### src/sv/wsd_pkg.sv
`default_nettype none
package wsd_pkg;

  localparam int unsigned LEN_W   = 64;
  localparam int unsigned BYTE_W  = 8;
  localparam int unsigned KEY_W   = 32;
  localparam int unsigned OUT_W   = 80;  // fin + opcode + action + payload_len + data_byte
  localparam int unsigned QDEPTH  = 4;
  localparam int unsigned QPTR_W  = $clog2(QDEPTH);
  localparam int unsigned QCNT_W  = $clog2(QDEPTH + 1);

  // result kinds
  localparam logic KIND_HEADER  = 1'b0;
  localparam logic KIND_PAYLOAD = 1'b1;

  // opcodes
  localparam logic [3:0] OP_TEXT   = 4'h1;
  localparam logic [3:0] OP_BINARY = 4'h2;
  localparam logic [3:0] OP_CLOSE  = 4'h8;
  localparam logic [3:0] OP_PING   = 4'h9;
  localparam logic [3:0] OP_PONG   = 4'hA;

  // actions
  localparam logic [2:0] ACT_DELIVER    = 3'd0;
  localparam logic [2:0] ACT_CLOSE      = 3'd1;
  localparam logic [2:0] ACT_IGNORE     = 3'd2;
  localparam logic [2:0] ACT_PONG       = 3'd3;
  localparam logic [2:0] ACT_DISCONNECT = 3'd4;

  // classified item handed from parser to output side
  typedef struct packed {
    logic              kind;
    logic              fin;
    logic [3:0]        opcode;
    logic              masked;
    logic [LEN_W-1:0]  payload_len;
    logic [BYTE_W-1:0] raw_byte;
    logic [BYTE_W-1:0] key_byte;
    logic              last;
  } wsd_entry_t;

endpackage
`default_nettype wire

### src/sv/websocket_frame_deframer_top.sv
`default_nettype none
// Channel   Dir  Signals                        Content
// in_       in   in_tvalid/in_tready/in_tdata   [7:0] stream_byte
// out_      out  out_tvalid/out_tready/out_*    tdata fin..data_byte, tuser kind, tlast last
// cfg_      in   cfg_valid/cfg_ready/cfg_data   [0] require_mask
//
// One byte accepted per cycle while in_tready is high; a result passes from its byte
// into the 4-entry queue, then into the output register.
// in_tready drops only when the queue is full, i.e. after sustained out_tready low.
// rst_n is synchronous, active low; require_mask comes up as 1.
// Header bytes that complete no header produce no item.
module websocket_frame_deframer_top
  import wsd_pkg::*;
(
  input  wire logic              clk,
  input  wire logic              rst_n,
  // input stream
  input  wire logic              in_tvalid,
  output logic                   in_tready,
  input  wire logic [BYTE_W-1:0] in_tdata,    // [7:0] stream_byte
  // result stream
  output logic                   out_tvalid,
  input  wire logic              out_tready,
  output logic [OUT_W-1:0]       out_tdata,   // [0] fin, [4:1] opcode, [7:5] action,
                                              // [71:8] payload_len, [79:72] data_byte
  output logic                   out_tuser,   // [0] kind: 0 header, 1 payload byte
  output logic                   out_tlast,
  // config write
  input  wire logic              cfg_valid,
  output logic                   cfg_ready,
  input  wire logic              cfg_data     // [0] require_mask
);

  logic       req_mask_r, req_mask_nxt;
  logic       accept;
  logic       push;
  logic       q_full;
  logic       q_valid;
  logic       pop;
  wsd_entry_t push_entry;
  wsd_entry_t head_entry;

  assign cfg_ready    = 1'b1;
  assign req_mask_nxt = (cfg_valid && cfg_ready) ? cfg_data : req_mask_r;

  always_ff @(posedge clk) begin
    if (!rst_n) begin
      req_mask_r <= 1'b1;
    end else begin
      req_mask_r <= req_mask_nxt;
    end
  end

  // each byte yields at most one entry, so room for one is enough
  assign in_tready = !q_full;
  assign accept    = in_tvalid && in_tready;

  wsd_front u_front (
    .clk         (clk),
    .rst_n       (rst_n),
    .accept      (accept),
    .stream_byte (in_tdata),
    .push        (push),
    .entry       (push_entry)
  );

  wsd_queue u_queue (
    .clk        (clk),
    .rst_n      (rst_n),
    .push       (push),
    .push_entry (push_entry),
    .full       (q_full),
    .pop        (pop),
    .head_valid (q_valid),
    .head_entry (head_entry)
  );

  // action and unmasking resolved on the way out
  wsd_back u_back (
    .clk          (clk),
    .rst_n        (rst_n),
    .require_mask (req_mask_r),
    .head_valid   (q_valid),
    .head_entry   (head_entry),
    .pop          (pop),
    .out_tvalid   (out_tvalid),
    .out_tready   (out_tready),
    .out_tdata    (out_tdata),
    .out_tuser    (out_tuser),
    .out_tlast    (out_tlast)
  );

endmodule
`default_nettype wire

### src/sv/wsd_front.sv
`default_nettype none
module wsd_front
  import wsd_pkg::*;
(
  input  wire logic              clk,
  input  wire logic              rst_n,
  input  wire logic              accept,
  input  wire logic [BYTE_W-1:0] stream_byte,
  output logic                   push,
  output wsd_entry_t             entry
);

  localparam logic [2:0] PH_FIRST   = 3'd0;
  localparam logic [2:0] PH_LEN7    = 3'd1;
  localparam logic [2:0] PH_EXTLEN  = 3'd2;
  localparam logic [2:0] PH_KEY     = 3'd3;
  localparam logic [2:0] PH_PAYLOAD = 3'd4;

  logic [2:0]        phase_r,    phase_nxt;
  logic              fin_r,      fin_nxt;
  logic [3:0]        opcode_r,   opcode_nxt;
  logic              masked_r,   masked_nxt;
  logic [3:0]        len_left_r, len_left_nxt;
  logic [LEN_W-1:0]  len_acc_r,  len_acc_nxt;
  logic [KEY_W-1:0]  key_r,      key_nxt;
  logic [2:0]        key_left_r, key_left_nxt;
  logic [LEN_W-1:0]  pay_left_r, pay_left_nxt;
  logic [1:0]        key_idx_r,  key_idx_nxt;

  logic              hdr_done;   // header complete on this byte
  logic [LEN_W-1:0]  hdr_len;
  logic [6:0]        len7;
  logic [3:0]        len_left_dec;
  logic [2:0]        key_left_dec;
  logic [BYTE_W-1:0] key_sel;

  assign len7         = stream_byte[6:0];
  assign len_left_dec = (len_left_r != 4'd0) ? len_left_r - 4'd1 : 4'd0;
  assign key_left_dec = (key_left_r != 3'd0) ? key_left_r - 3'd1 : 3'd0;

  // key byte 0 sits in the top byte
  always_comb begin
    case (key_idx_r)
      2'd0:    key_sel = key_r[31:24];
      2'd1:    key_sel = key_r[23:16];
      2'd2:    key_sel = key_r[15:8];
      default: key_sel = key_r[7:0];
    endcase
  end

  always_comb begin
    phase_nxt    = phase_r;
    fin_nxt      = fin_r;
    opcode_nxt   = opcode_r;
    masked_nxt   = masked_r;
    len_left_nxt = len_left_r;
    len_acc_nxt  = len_acc_r;
    key_nxt      = key_r;
    key_left_nxt = key_left_r;
    pay_left_nxt = pay_left_r;
    key_idx_nxt  = key_idx_r;
    hdr_done     = 1'b0;
    hdr_len      = len_acc_r;
    push         = 1'b0;

    entry             = '0;
    entry.fin         = fin_r;
    entry.opcode      = opcode_r;
    entry.masked      = masked_r;
    entry.payload_len = len_acc_r;

    if (accept) begin
      unique case (phase_r)
        PH_LEN7: begin
          masked_nxt  = stream_byte[7];
          len_acc_nxt = '0;
          if (len7 == 7'd126) begin
            len_left_nxt = 4'd2;
            phase_nxt    = PH_EXTLEN;
          end else if (len7 == 7'd127) begin
            len_left_nxt = 4'd8;
            phase_nxt    = PH_EXTLEN;
          end else begin
            len_acc_nxt = {{(LEN_W-7){1'b0}}, len7};
            if (stream_byte[7]) begin
              key_left_nxt = 3'd4;
              key_nxt      = '0;
              phase_nxt    = PH_KEY;
            end else begin
              hdr_done = 1'b1;
              hdr_len  = len_acc_nxt;
            end
          end
        end
        PH_EXTLEN: begin
          len_acc_nxt  = {len_acc_r[LEN_W-BYTE_W-1:0], stream_byte};
          len_left_nxt = len_left_dec;
          if (len_left_dec == 4'd0) begin
            if (masked_r) begin
              key_left_nxt = 3'd4;
              key_nxt      = '0;
              phase_nxt    = PH_KEY;
            end else begin
              hdr_done = 1'b1;
              hdr_len  = len_acc_nxt;
            end
          end
        end
        PH_KEY: begin
          key_nxt      = {key_r[KEY_W-BYTE_W-1:0], stream_byte};
          key_left_nxt = key_left_dec;
          if (key_left_dec == 3'd0) begin
            hdr_done = 1'b1;
            hdr_len  = len_acc_r;
          end
        end
        PH_PAYLOAD: begin
          push           = 1'b1;
          entry.kind     = KIND_PAYLOAD;
          entry.raw_byte = stream_byte;
          entry.key_byte = key_sel;
          entry.last     = (pay_left_r <= {{(LEN_W-1){1'b0}}, 1'b1});
          key_idx_nxt    = key_idx_r + 2'd1;
          pay_left_nxt   = (pay_left_r != '0) ? pay_left_r - 1'b1 : '0;
          if (entry.last) begin
            phase_nxt = PH_FIRST;
          end
        end
        default: begin
          fin_nxt    = stream_byte[7];
          opcode_nxt = stream_byte[3:0];
          phase_nxt  = PH_LEN7;
        end
      endcase

      if (hdr_done) begin
        push              = 1'b1;
        entry.kind        = KIND_HEADER;
        entry.masked      = masked_nxt;
        entry.payload_len = hdr_len;
        entry.last        = (hdr_len == '0);
        pay_left_nxt      = hdr_len;
        key_idx_nxt       = 2'd0;
        phase_nxt         = (hdr_len == '0) ? PH_FIRST : PH_PAYLOAD;
      end
    end
  end

  always_ff @(posedge clk) begin
    if (!rst_n) begin
      phase_r    <= PH_FIRST;
      fin_r      <= 1'b0;
      opcode_r   <= 4'd0;
      masked_r   <= 1'b0;
      len_left_r <= 4'd0;
      len_acc_r  <= '0;
      key_r      <= '0;
      key_left_r <= 3'd0;
      pay_left_r <= '0;
      key_idx_r  <= 2'd0;
    end else begin
      phase_r    <= phase_nxt;
      fin_r      <= fin_nxt;
      opcode_r   <= opcode_nxt;
      masked_r   <= masked_nxt;
      len_left_r <= len_left_nxt;
      len_acc_r  <= len_acc_nxt;
      key_r      <= key_nxt;
      key_left_r <= key_left_nxt;
      pay_left_r <= pay_left_nxt;
      key_idx_r  <= key_idx_nxt;
    end
  end

`ifndef SYNTHESIS
  a_empty_hdr_last: assert property (@(posedge clk) disable iff (!rst_n)
    push && (entry.kind == KIND_HEADER) && (entry.payload_len == '0) |-> entry.last)
    else $error("empty frame header without last");
  a_payload_phase: assert property (@(posedge clk) disable iff (!rst_n)
    (phase_r == PH_PAYLOAD) |-> (pay_left_r != '0))
    else $error("payload phase with nothing left");
`endif

endmodule
`default_nettype wire

### src/sv/wsd_queue.sv
`default_nettype none
module wsd_queue
  import wsd_pkg::*;
(
  input  wire logic       clk,
  input  wire logic       rst_n,
  input  wire logic       push,
  input  wire wsd_entry_t push_entry,
  output logic            full,
  input  wire logic       pop,
  output logic            head_valid,
  output wsd_entry_t      head_entry
);

  wsd_entry_t        mem_r [QDEPTH];
  logic [QPTR_W-1:0] wr_ptr_r, wr_ptr_nxt;
  logic [QPTR_W-1:0] rd_ptr_r, rd_ptr_nxt;
  logic [QCNT_W-1:0] count_r,  count_nxt;

  assign full       = (count_r == QCNT_W'(QDEPTH));
  assign head_valid = (count_r != '0);
  assign head_entry = mem_r[rd_ptr_r];

  always_comb begin
    wr_ptr_nxt = push ? wr_ptr_r + 1'b1 : wr_ptr_r;
    rd_ptr_nxt = pop  ? rd_ptr_r + 1'b1 : rd_ptr_r;
    count_nxt  = count_r + QCNT_W'(push) - QCNT_W'(pop);
  end

  always_ff @(posedge clk) begin
    if (push) begin
      mem_r[wr_ptr_r] <= push_entry;
    end
  end

  always_ff @(posedge clk) begin
    if (!rst_n) begin
      wr_ptr_r <= '0;
      rd_ptr_r <= '0;
      count_r  <= '0;
    end else begin
      wr_ptr_r <= wr_ptr_nxt;
      rd_ptr_r <= rd_ptr_nxt;
      count_r  <= count_nxt;
    end
  end

`ifndef SYNTHESIS
  a_no_overflow: assert property (@(posedge clk) disable iff (!rst_n)
    push |-> !full)
    else $error("queue push while full");
  a_no_underflow: assert property (@(posedge clk) disable iff (!rst_n)
    pop |-> head_valid)
    else $error("queue pop while empty");
  a_ptr_count: assert property (@(posedge clk) disable iff (!rst_n)
    (count_r == '0) |-> (wr_ptr_r == rd_ptr_r))
    else $error("queue pointers out of step with count");
`endif

endmodule
`default_nettype wire

### src/sv/wsd_back.sv
`default_nettype none
module wsd_back
  import wsd_pkg::*;
(
  input  wire logic              clk,
  input  wire logic              rst_n,
  input  wire logic              require_mask,
  input  wire logic              head_valid,
  input  wire wsd_entry_t        head_entry,
  output logic                   pop,
  output logic                   out_tvalid,
  input  wire logic              out_tready,
  output logic [OUT_W-1:0]       out_tdata,
  output logic                   out_tuser,
  output logic                   out_tlast
);

  logic              valid_r, valid_nxt;
  logic [OUT_W-1:0]  data_r;
  logic              user_r;
  logic              last_r;
  logic [2:0]        action;
  logic [BYTE_W-1:0] data_byte;

  always_comb begin
    if (require_mask && !head_entry.masked) begin
      action = ACT_DISCONNECT;
    end else begin
      unique case (head_entry.opcode) inside
        OP_TEXT, OP_BINARY: action = ACT_DELIVER;
        OP_CLOSE:           action = ACT_CLOSE;
        OP_PING:            action = ACT_IGNORE;
        OP_PONG:            action = ACT_PONG;
        default:            action = ACT_DISCONNECT;
      endcase
    end
  end

  assign data_byte = head_entry.masked ? (head_entry.raw_byte ^ head_entry.key_byte)
                                       : head_entry.raw_byte;

  assign pop       = head_valid && (!valid_r || out_tready);
  assign valid_nxt = pop ? 1'b1 : (out_tready ? 1'b0 : valid_r);

  always_ff @(posedge clk) begin
    if (!rst_n) begin
      valid_r <= 1'b0;
    end else begin
      valid_r <= valid_nxt;
    end
  end

  always_ff @(posedge clk) begin
    if (pop) begin
      data_r <= {data_byte, head_entry.payload_len, action,
                 head_entry.opcode, head_entry.fin};
      user_r <= head_entry.kind;
      last_r <= head_entry.last;
    end
  end

  assign out_tvalid = valid_r;
  assign out_tdata  = data_r;
  assign out_tuser  = user_r;
  assign out_tlast  = last_r;

endmodule
`default_nettype wire
### config.mk
export PLATFORM = sky130hd
export DESIGN_NAME = websocket_frame_deframer_top
export DESIGN_NICKNAME = d
export VERILOG_FILES = /design/src/sv/wsd_pkg.sv /design/src/sv/websocket_frame_deframer_top.sv /design/src/sv/wsd_front.sv /design/src/sv/wsd_queue.sv /design/src/sv/wsd_back.sv
export SDC_FILE = /design/constraint.sdc
export NUM_CORES = 1
export LEC_CHECK = 0
export ABC_AREA = 1
export BUFFER_PORTS_ARGS = -buffer_cell sky130_fd_sc_hd__buf_2
export CAP_MARGIN = 20
export CORE_AREA = 2 2 239 241
export DETAILED_ROUTE_END_ITERATION = 10
export DIE_AREA = 0 0 241 243
export PLACE_DENSITY = 0.76
export SLEW_MARGIN = 20
export SYNTH_ARGS = -nofsm -noshare
export SYNTH_HDL_FRONTEND = slang
export SYNTH_SLANG_ARGS = --single-unit
### constraint.sdc
create_clock -name clk -period 17.74 [get_ports clk]
set_input_delay 1.774 -clock clk [delete_from_list [all_inputs] [get_ports clk]]
set_output_delay 1.774 -clock clk [all_outputs]
set_load 0.03 [all_outputs]
* Yosys cells after proc, flatten, opt, wreduce, memory -nomap -nowiden
Memories as Yosys holds them, arrays and structs flattened. A register that Yosys moved wholly into a read port is not among the register bits.
Index checks and enable logic that the tools add are counted.
** Word-level totals
- Output and inout port bits :: 85
- Word-level logic and storage cells :: 151
- Bits in writable memories :: 352
- Input port bits :: 14
- Register bits :: 269
- Memories :: 1
** Memories
- u_queue.mem_r :: words 4, width 88, rd ports 1, clocked after memory_dff 1, write ports 1, line wsd_queue.sv:15 : wsd_entry_t mem_r [QDEPTH];
** Cells by class
- Muxes and demuxes :: 68
- Equal/unequal tests :: 25
- Reductions and logical operators :: 27
- Add/subtract/negate cells :: 8
- Bitwise operators :: 2
- Magnitude comparators :: 1
** Operators with widths (number)
- 64-bit 2-to-1 mux :: 10
- 64-bit one-hot mux with 2 select lines :: 2
- 32-bit 2-to-1 mux :: 5
- 32-bit one-hot mux with 3 select lines :: 1
- 82-bit 2-to-1 mux :: 1
- 65-bit 2-to-1 mux :: 1
- 64-bit by 1-bit less-or-equal comparator with 1-bit output, second input constant :: 1
- 64-bit zero test :: 1
- 64-bit nonzero test :: 1
- 64-bit by 1-bit subtractor with 64-bit output, second input constant :: 1
- 3-bit 2-to-1 mux :: 14
- 3-bit one-hot mux with 4 select lines :: 2
- 8-bit one-hot mux with 3 select lines :: 1
- 1-bit 2-to-1 mux :: 18
- 17-bit 2-to-1 mux :: 1
- 7-bit == test, second input constant :: 2
- 4-bit == test, second input constant :: 3
- 4-bit 2-to-1 mux :: 3
- 3-bit by 1-bit != test with 1-bit output, second input constant :: 4
- 3-bit one-hot mux with 3 select lines :: 1
- 3-bit nonzero test :: 3
- 2-bit 2-to-1 mux :: 4
- 8-bit 2-to-1 mux :: 1
- 4-bit one-hot mux with 2 select lines :: 1
- 33 further kinds :: 49

* Longest topological paths before layout
- Depth in word-level cells :: 10
- Depth in mapped cells :: 17
- Mapped depth without buffers :: 16

* By module
From an unflattened synthesis, not the netlist that was laid out.
** Unflattened totals
- Cells, all modules :: 3159
- Area total of the unflattened synthesis :: 29344.4 µm²
** By module, submodules not included
- wsd_queue :: seq. area each 10750.3 µm², times used 1, area each 14918.1 µm², cells each 1083
- wsd_front :: seq. area each 3563.4 µm², times used 1, area each 11573.6 µm², cells each 1914
- wsd_back :: seq. area each 2482.4 µm², times used 1, area each 2786.4 µm², cells each 152
- websocket_frame_deframer_top :: seq. area each 20.0 µm², times used 1, area each 66.3 µm², cells each 10

* Worst setup path after synthesis
Ideal clock, no wire load.
- Path type :: input to register
- Start point :: input out_tready
- End point :: register u_queue.count_r[1]
- Setup time :: 110 ps
- Stages :: 8
- Path slack :: 10195 ps
- Data required time :: 17630 ps
- Path buffers :: 0
- Data arrival time :: 7435 ps
- Path through :: nor2_1 -> a21oi_1 -> ha_1 -> inv_1 -> ha_1 -> fa_1 -> nand2_1 -> inv_1
** On the way
- Word-level cells in the longest chain between the ends :: 3
** Ends and longest elaborated chain
- from (decl) :: line websocket_frame_deframer_top.sv:23 : input wire logic out_tready,
- 1-bit logical OR :: line wsd_back.sv:42 : assign pop = head_valid && (!valid_r || out_tready);
- 1-bit logical AND :: line wsd_back.sv:42
- named net pop :: line websocket_frame_deframer_top.sv:39 : logic pop;
- 3-bit by 1-bit subtractor with 3-bit output :: line wsd_queue.sv:27 : count_nxt = count_r + QCNT_W'(push) - QCNT_W'(pop);
- named net u_queue.count_nxt[1] :: line wsd_queue.sv:18 : logic [QCNT_W-1:0] count_r, count_nxt;
- to (signal assigned) :: line wsd_queue.sv:44 : count_r <= count_nxt;
- to (decl) :: line wsd_queue.sv:18
The timed path passes the listed nets, and every way through them passes these cells.
A chain may end at the register's enable or synchronous reset.

* Final worst setup path
- Start point :: input in_tdata[5]
- End point :: memory u_queue.mem_r[3][63] (netlist name), enable pin
** On the way
- Word-level cells in the longest chain between the ends :: 9
- Elaborated cells on any way between the ends :: 10
- Those cells by class :: eq/ne (2); mux (8)
** Ends and longest elaborated chain
- from (decl) :: line websocket_frame_deframer_top.sv:20 : input wire logic [BYTE_W-1:0] in_tdata,
- 7-bit == test :: line wsd_front.sv:80 : end else if (len7 == 7'd127) begin
- 1-bit 2-to-1 mux :: line wsd_front.sv:80
- 1-bit 2-to-1 mux * :: line wsd_front.sv:77 : if (len7 == 7'd126) begin
- 1-bit one-hot mux with 3 select lines * :: line wsd_front.sv:73 : unique case (phase_r)
- 1-bit 2-to-1 mux * :: line wsd_front.sv:72 : if (accept) begin
- 1-bit 2-to-1 mux * :: line wsd_front.sv:136 : if (hdr_done) begin
- 1-bit 2-to-1 mux * :: line wsd_front.sv:72
- 1-bit 2-to-1 mux * :: line wsd_queue.sv:31 : if (push) begin
- 1-bit 2-to-1 mux (implied by the code) * :: line wsd_queue.sv:32 : mem_r[wr_ptr_r] <= push_entry;
- to (decl) :: line wsd_queue.sv:15
Mark *: on every way between the ends. The rest lies on a longest branch, timed or not. The select of a mux whose other input is x is not followed.

==> impl_metrics.yaml <==
place:
  placer_congestion: 0.9127
  numPortBuffers: 97
  dp_hpwl_mm: 41.68
  pre_cts_setup_slack_ns: 11.87
  dp_cells: 3726
synthesis:
  muxShareOfSynthArea_pct: 0
  netlist_instances: 3013
  yosys-top-cells-count: "sky130_fd_sc_hd__nand2_1 (554), sky130_fd_sc_hd__edfxtp_1 (434), sky130_fd_sc_hd__nor2_1 (430)"
  postSynthNetCount: 3041
  synth_simple_gate_area_share_pct: 16.45
  ys.warnings.count: 0
  synth.ff_latch_count: 623
  synth_enable_flop_cells: 434
  synth-main-ff-cell: "sky130_fd_sc_hd__edfxtp_1"
  largest_family_of_logic_cells_by_synthesized_area: "simple AND/OR/NAND/NOR gates"
  synth.most_common_cell: "sky130_fd_sc_hd__nand2_1"
  synthArstFlopShare_pct: 0
  yosys.area.top_type: "sky130_fd_sc_hd__edfxtp_1"
  netlist_area_sq_mm: 0.02784
  count_of_cell_types_in_the_netlist: 55
  synth-adder-area-share_pct: 0.6561
  syn-mean-instance-area_sq_um: 9.241
  post-synth-top-area-fraction_pct: 46.81
  post_synthesis_compound_gate_area_fraction_pct: 14.60
  synth-seq-area-share_pct: 60.40
  post_synth_main_area_contributors: "sky130_fd_sc_hd__edfxtp_1 (47%), sky130_fd_sc_hd__dfxtp_1 (14%), sky130_fd_sc_hd__nand2_1 (7.5%)"
  synth_xor_area_share_pct: 1.667
critical_path:
  required_time_at_the_endpoint_of_the_critical_path_ns: 17.97
  cp_cell_sequence: "buf_2, nand2_1, nor2_1, nand2_1, nand3_2, nand2_4, a31oi_4, buf_4, o21ai_4, clkinv_2, nor2_4, buf_4, buf_4"
  cp_slowest_stage_delay_ns: 0.72
  critical_setup_path_class: "in -> reg"
  slowest_stage: "sky130_fd_sc_hd__clkinv_2"
  critical_path.startpoint_type: "input port"
  worstPathArrival_ns: 5.83
  critPathCaptureType: "register"
  maximum_fanout_along_the_worst_path: 65
  cpMostUsedCell: "sky130_fd_sc_hd__buf_4"
sta:
  grt_setup_unrepaired: "false"
  final_worst_slack_ns: 12.14
  final-max-slew-violation-count: 0
  finalHoldViolations: 0
  setup_total_negative_slack_ns: 0
  max_freq_mhz: 178.7
  timing.hold.ws_ns: 0.4679
  setup_skew_ns: 0.03248
  worst-slew-pin-transition_ns: 1.156
  timing.final.setup_violations: 0
  slew_headroom_pct: 22.96
  period_needed_ns: 5.596
  layout_worst_path_cycle_share_pct: 31.54
clock_tree:
  clkSinkCount: 623
  cts_root_buffer: "sky130_fd_sc_hd__clkbuf_16"
  cts-buffers-inserted: 58
  clk_pin_slew_worst_paths_ns: 0.06
  cts_hold_buffers: 0
  cts.htree.levels: 2
  worstSkewPairLatency_ns: 0.63
  clock_tree_from_tritoncts: "built"
  cts_setup_buffers: 0
  clock_tree.buffer_depth: 3
  postCtsResizedCells: 0
route:
  detail_route.wirelength_mm: 66.77
  detail_route.iter0.violations: 2181
  detail_route.first_pass.iterations: 6
  vias: 21130
  drc: 0
  wl_per_cell_um: 17.41
  drt.antenna.violating_nets: 0
  drt-vias-per-instance: 5.509
layout:
  seq_area_sq_mm: 0.01682
  multiInputGateArea_sq_mm: 0.009365
  areaGrowthSynthToFinish_pct: 10.77
  num_antenna_cells: 0
  layout.filler_cells: 4832
  fin_nets: 3058
  layout-drive-gt1-share_pct: 8.444
  final_util_pct: 55.12
  final_cells: 3835
global_route:
  grt_pass1_vias: 19450
  gr-total-overflow: 0
  grt_first_pass_wirelength_mm: 104.8
  grt_met3_use_pct: 3.366
  initial_antenna_violation_count: 1
  grtUsageMet2_pct: 36.21
  met1_usage_pct: 31.13
  grt_most_used_layer: "met2"
  maximum_number_of_pins_on_one_net_before_global_route_repair: 83
  grt.total_usage_pct: 22.62
floorplan:
  floorplan.core_area_sq_mm: 0.05595
  floorplan.die_area_sq_mm: 0.05856
  die_w_um: 241
  row_count: 87
  y_dimension_of_the_die_um: 243
  io-pin-count: 99
  start_util_pct: 49.76
power:
  power.density_cell_area_mw_per_mm2: 163.8
  pwr-share-comb_pct: 35.7
  internal_power_w: 0.003092
  total_leakage_power_nw: 11.26
  vdd_ir_drop_max_mv: 0.08337
  p_switching_w: 0.001960
  power.share.sequential_pct: 38.7
  p_clk_share_pct: 25.6
  switching_share_pct: 38.80
job:
  drv.max_cap_violation_count: 0
min_path:
  hold_path_class: "reg -> reg"
run_status:
  run_status: "finished clean"
==> per-stage QoR <==
step | area, sq um | power, W
final | 30840 | 0.005052
after global routing | 30840 | 0.005335
after CTS | 30840 | 0.005056
after detailed placement | 28840 | 0.003776
after global placement | 28840 | 0.003742
after floorplan | 27840 | 0.003307
==> final cells by class <==
| cell class | instances | share of cell area [%] |
|---|---|---|
| Clock inverter | 33 | 1.282 |
| Multi-Input combinational cell | 1952 | 30.37 |
| Inverter | 271 | 3.319 |
| Clock buffer | 76 | 5.189 |
| Sequential cell | 623 | 54.54 |
| Tap cell | 756 | 3.067 |
| Timing Repair Buffer | 124 | 2.231 |
==> sequential cells by signal (all words and copies together) (netlist names), 3 cells and up, named ones only <==
name	flops
u_queue.mem_r	352
u_back.out_tdata	80
u_front.len_acc_r	64
u_front.pay_left_r	64
u_front.key_r	32
u_front.len_left_r	4
u_front.opcode_r	4
u_front.key_left_r	3
u_front.phase_r	3
u_queue.count_r	3
==> layer usage <==
layer  wire [um]  up-vias
met2       31260      790
met4        2274        0
met3        4885      126
met1       28350     9929
li1            -    10280
met5           0        -
==> worst paths after layout <==
check / start / to / slack (ns) / cells after the start
setup / recovery: in_tdata[5] / u_queue.mem_r[3][63] / 12.14 / 13
hold / removal: u_queue.rd_ptr_r[1] / register / 0.47 / 2
setup reg to reg: u_front.phase_r[1] / u_queue.mem_r[3][63] / 12.47 / 11
hold reg to reg: u_queue.rd_ptr_r[1] / register / 0.47 / 2
==> worst max-delay path, delay by kind of cell <==
family,cells,cell delay [ns]
buf+inv,5,2.42
simple gates,6,1.21
compound gates,2,0.24
==> cell usage in the layout, fill, tap and decap left out, types with 4 or more instances in the layout <==
cell	synthesis	routed
sky130_fd_sc_hd__clkinvlp_4	0	8
sky130_fd_sc_hd__nor2_1	430	426
sky130_fd_sc_hd__clkinv_1	3	6
sky130_fd_sc_hd__edfxtp_1	434	434
sky130_fd_sc_hd__clkbuf_16	0	59
sky130_fd_sc_hd__nor3_1	14	14
sky130_fd_sc_hd__dfxtp_1	189	187
sky130_fd_sc_hd__ha_1	13	13
sky130_fd_sc_hd__a31oi_1	20	20
sky130_fd_sc_hd__clkinv_2	0	10
sky130_fd_sc_hd__o21ai_0	372	372
sky130_fd_sc_hd__o22ai_1	112	112
sky130_fd_sc_hd__buf_4	8	27
sky130_fd_sc_hd__nor4_1	6	6
sky130_fd_sc_hd__or2_2	4	4
sky130_fd_sc_hd__nand2_1	554	553
sky130_fd_sc_hd__nand3_1	94	92
sky130_fd_sc_hd__nand2_2	4	4
sky130_fd_sc_hd__a211oi_1	11	11
sky130_fd_sc_hd__a21oi_1	179	178
sky130_fd_sc_hd__nor2_4	2	6
sky130_fd_sc_hd__nand4_1	21	21
sky130_fd_sc_hd__bufinv_16	0	8
sky130_fd_sc_hd__o21bai_1	21	21
sky130_fd_sc_hd__clkbuf_8	0	6
sky130_fd_sc_hd__inv_2	6	7
sky130_fd_sc_hd__xnor2_1	5	5
sky130_fd_sc_hd__a311oi_1	8	8
sky130_fd_sc_hd__xor2_1	48	48
sky130_fd_sc_hd__clkbuf_1	116	11
sky130_fd_sc_hd__buf_2	26	97
sky130_fd_sc_hd__inv_1	262	259
==> power groups by stage <==
stage          Combinational, W  Clock, W  Sequential (W)
5_1_grt                 0.00200   0.00136         0.00198
3_5_place_dp            0.00179         0         0.00198
3_3_place_gp            0.00176         0         0.00198
6_report                0.00181   0.00129         0.00195
2_1_floorplan           0.00112         0         0.00219
4_1_cts                 0.00180   0.00130         0.00195
==> kinds of logic (layout without fill, tap and decap cells) <==
kind of cell	Yosys count	in the layout
flip-flops	623	623
AO/OA/AOI/OAI	742	742
AND/OR/NAND/NOR	1142	1142
adder cells (fa/ha/maj)	14	14
other	1	1
XOR/XNOR	53	53
buffers and inverters	438	504
Note: power is estimated with default switching activity, not from simulation.
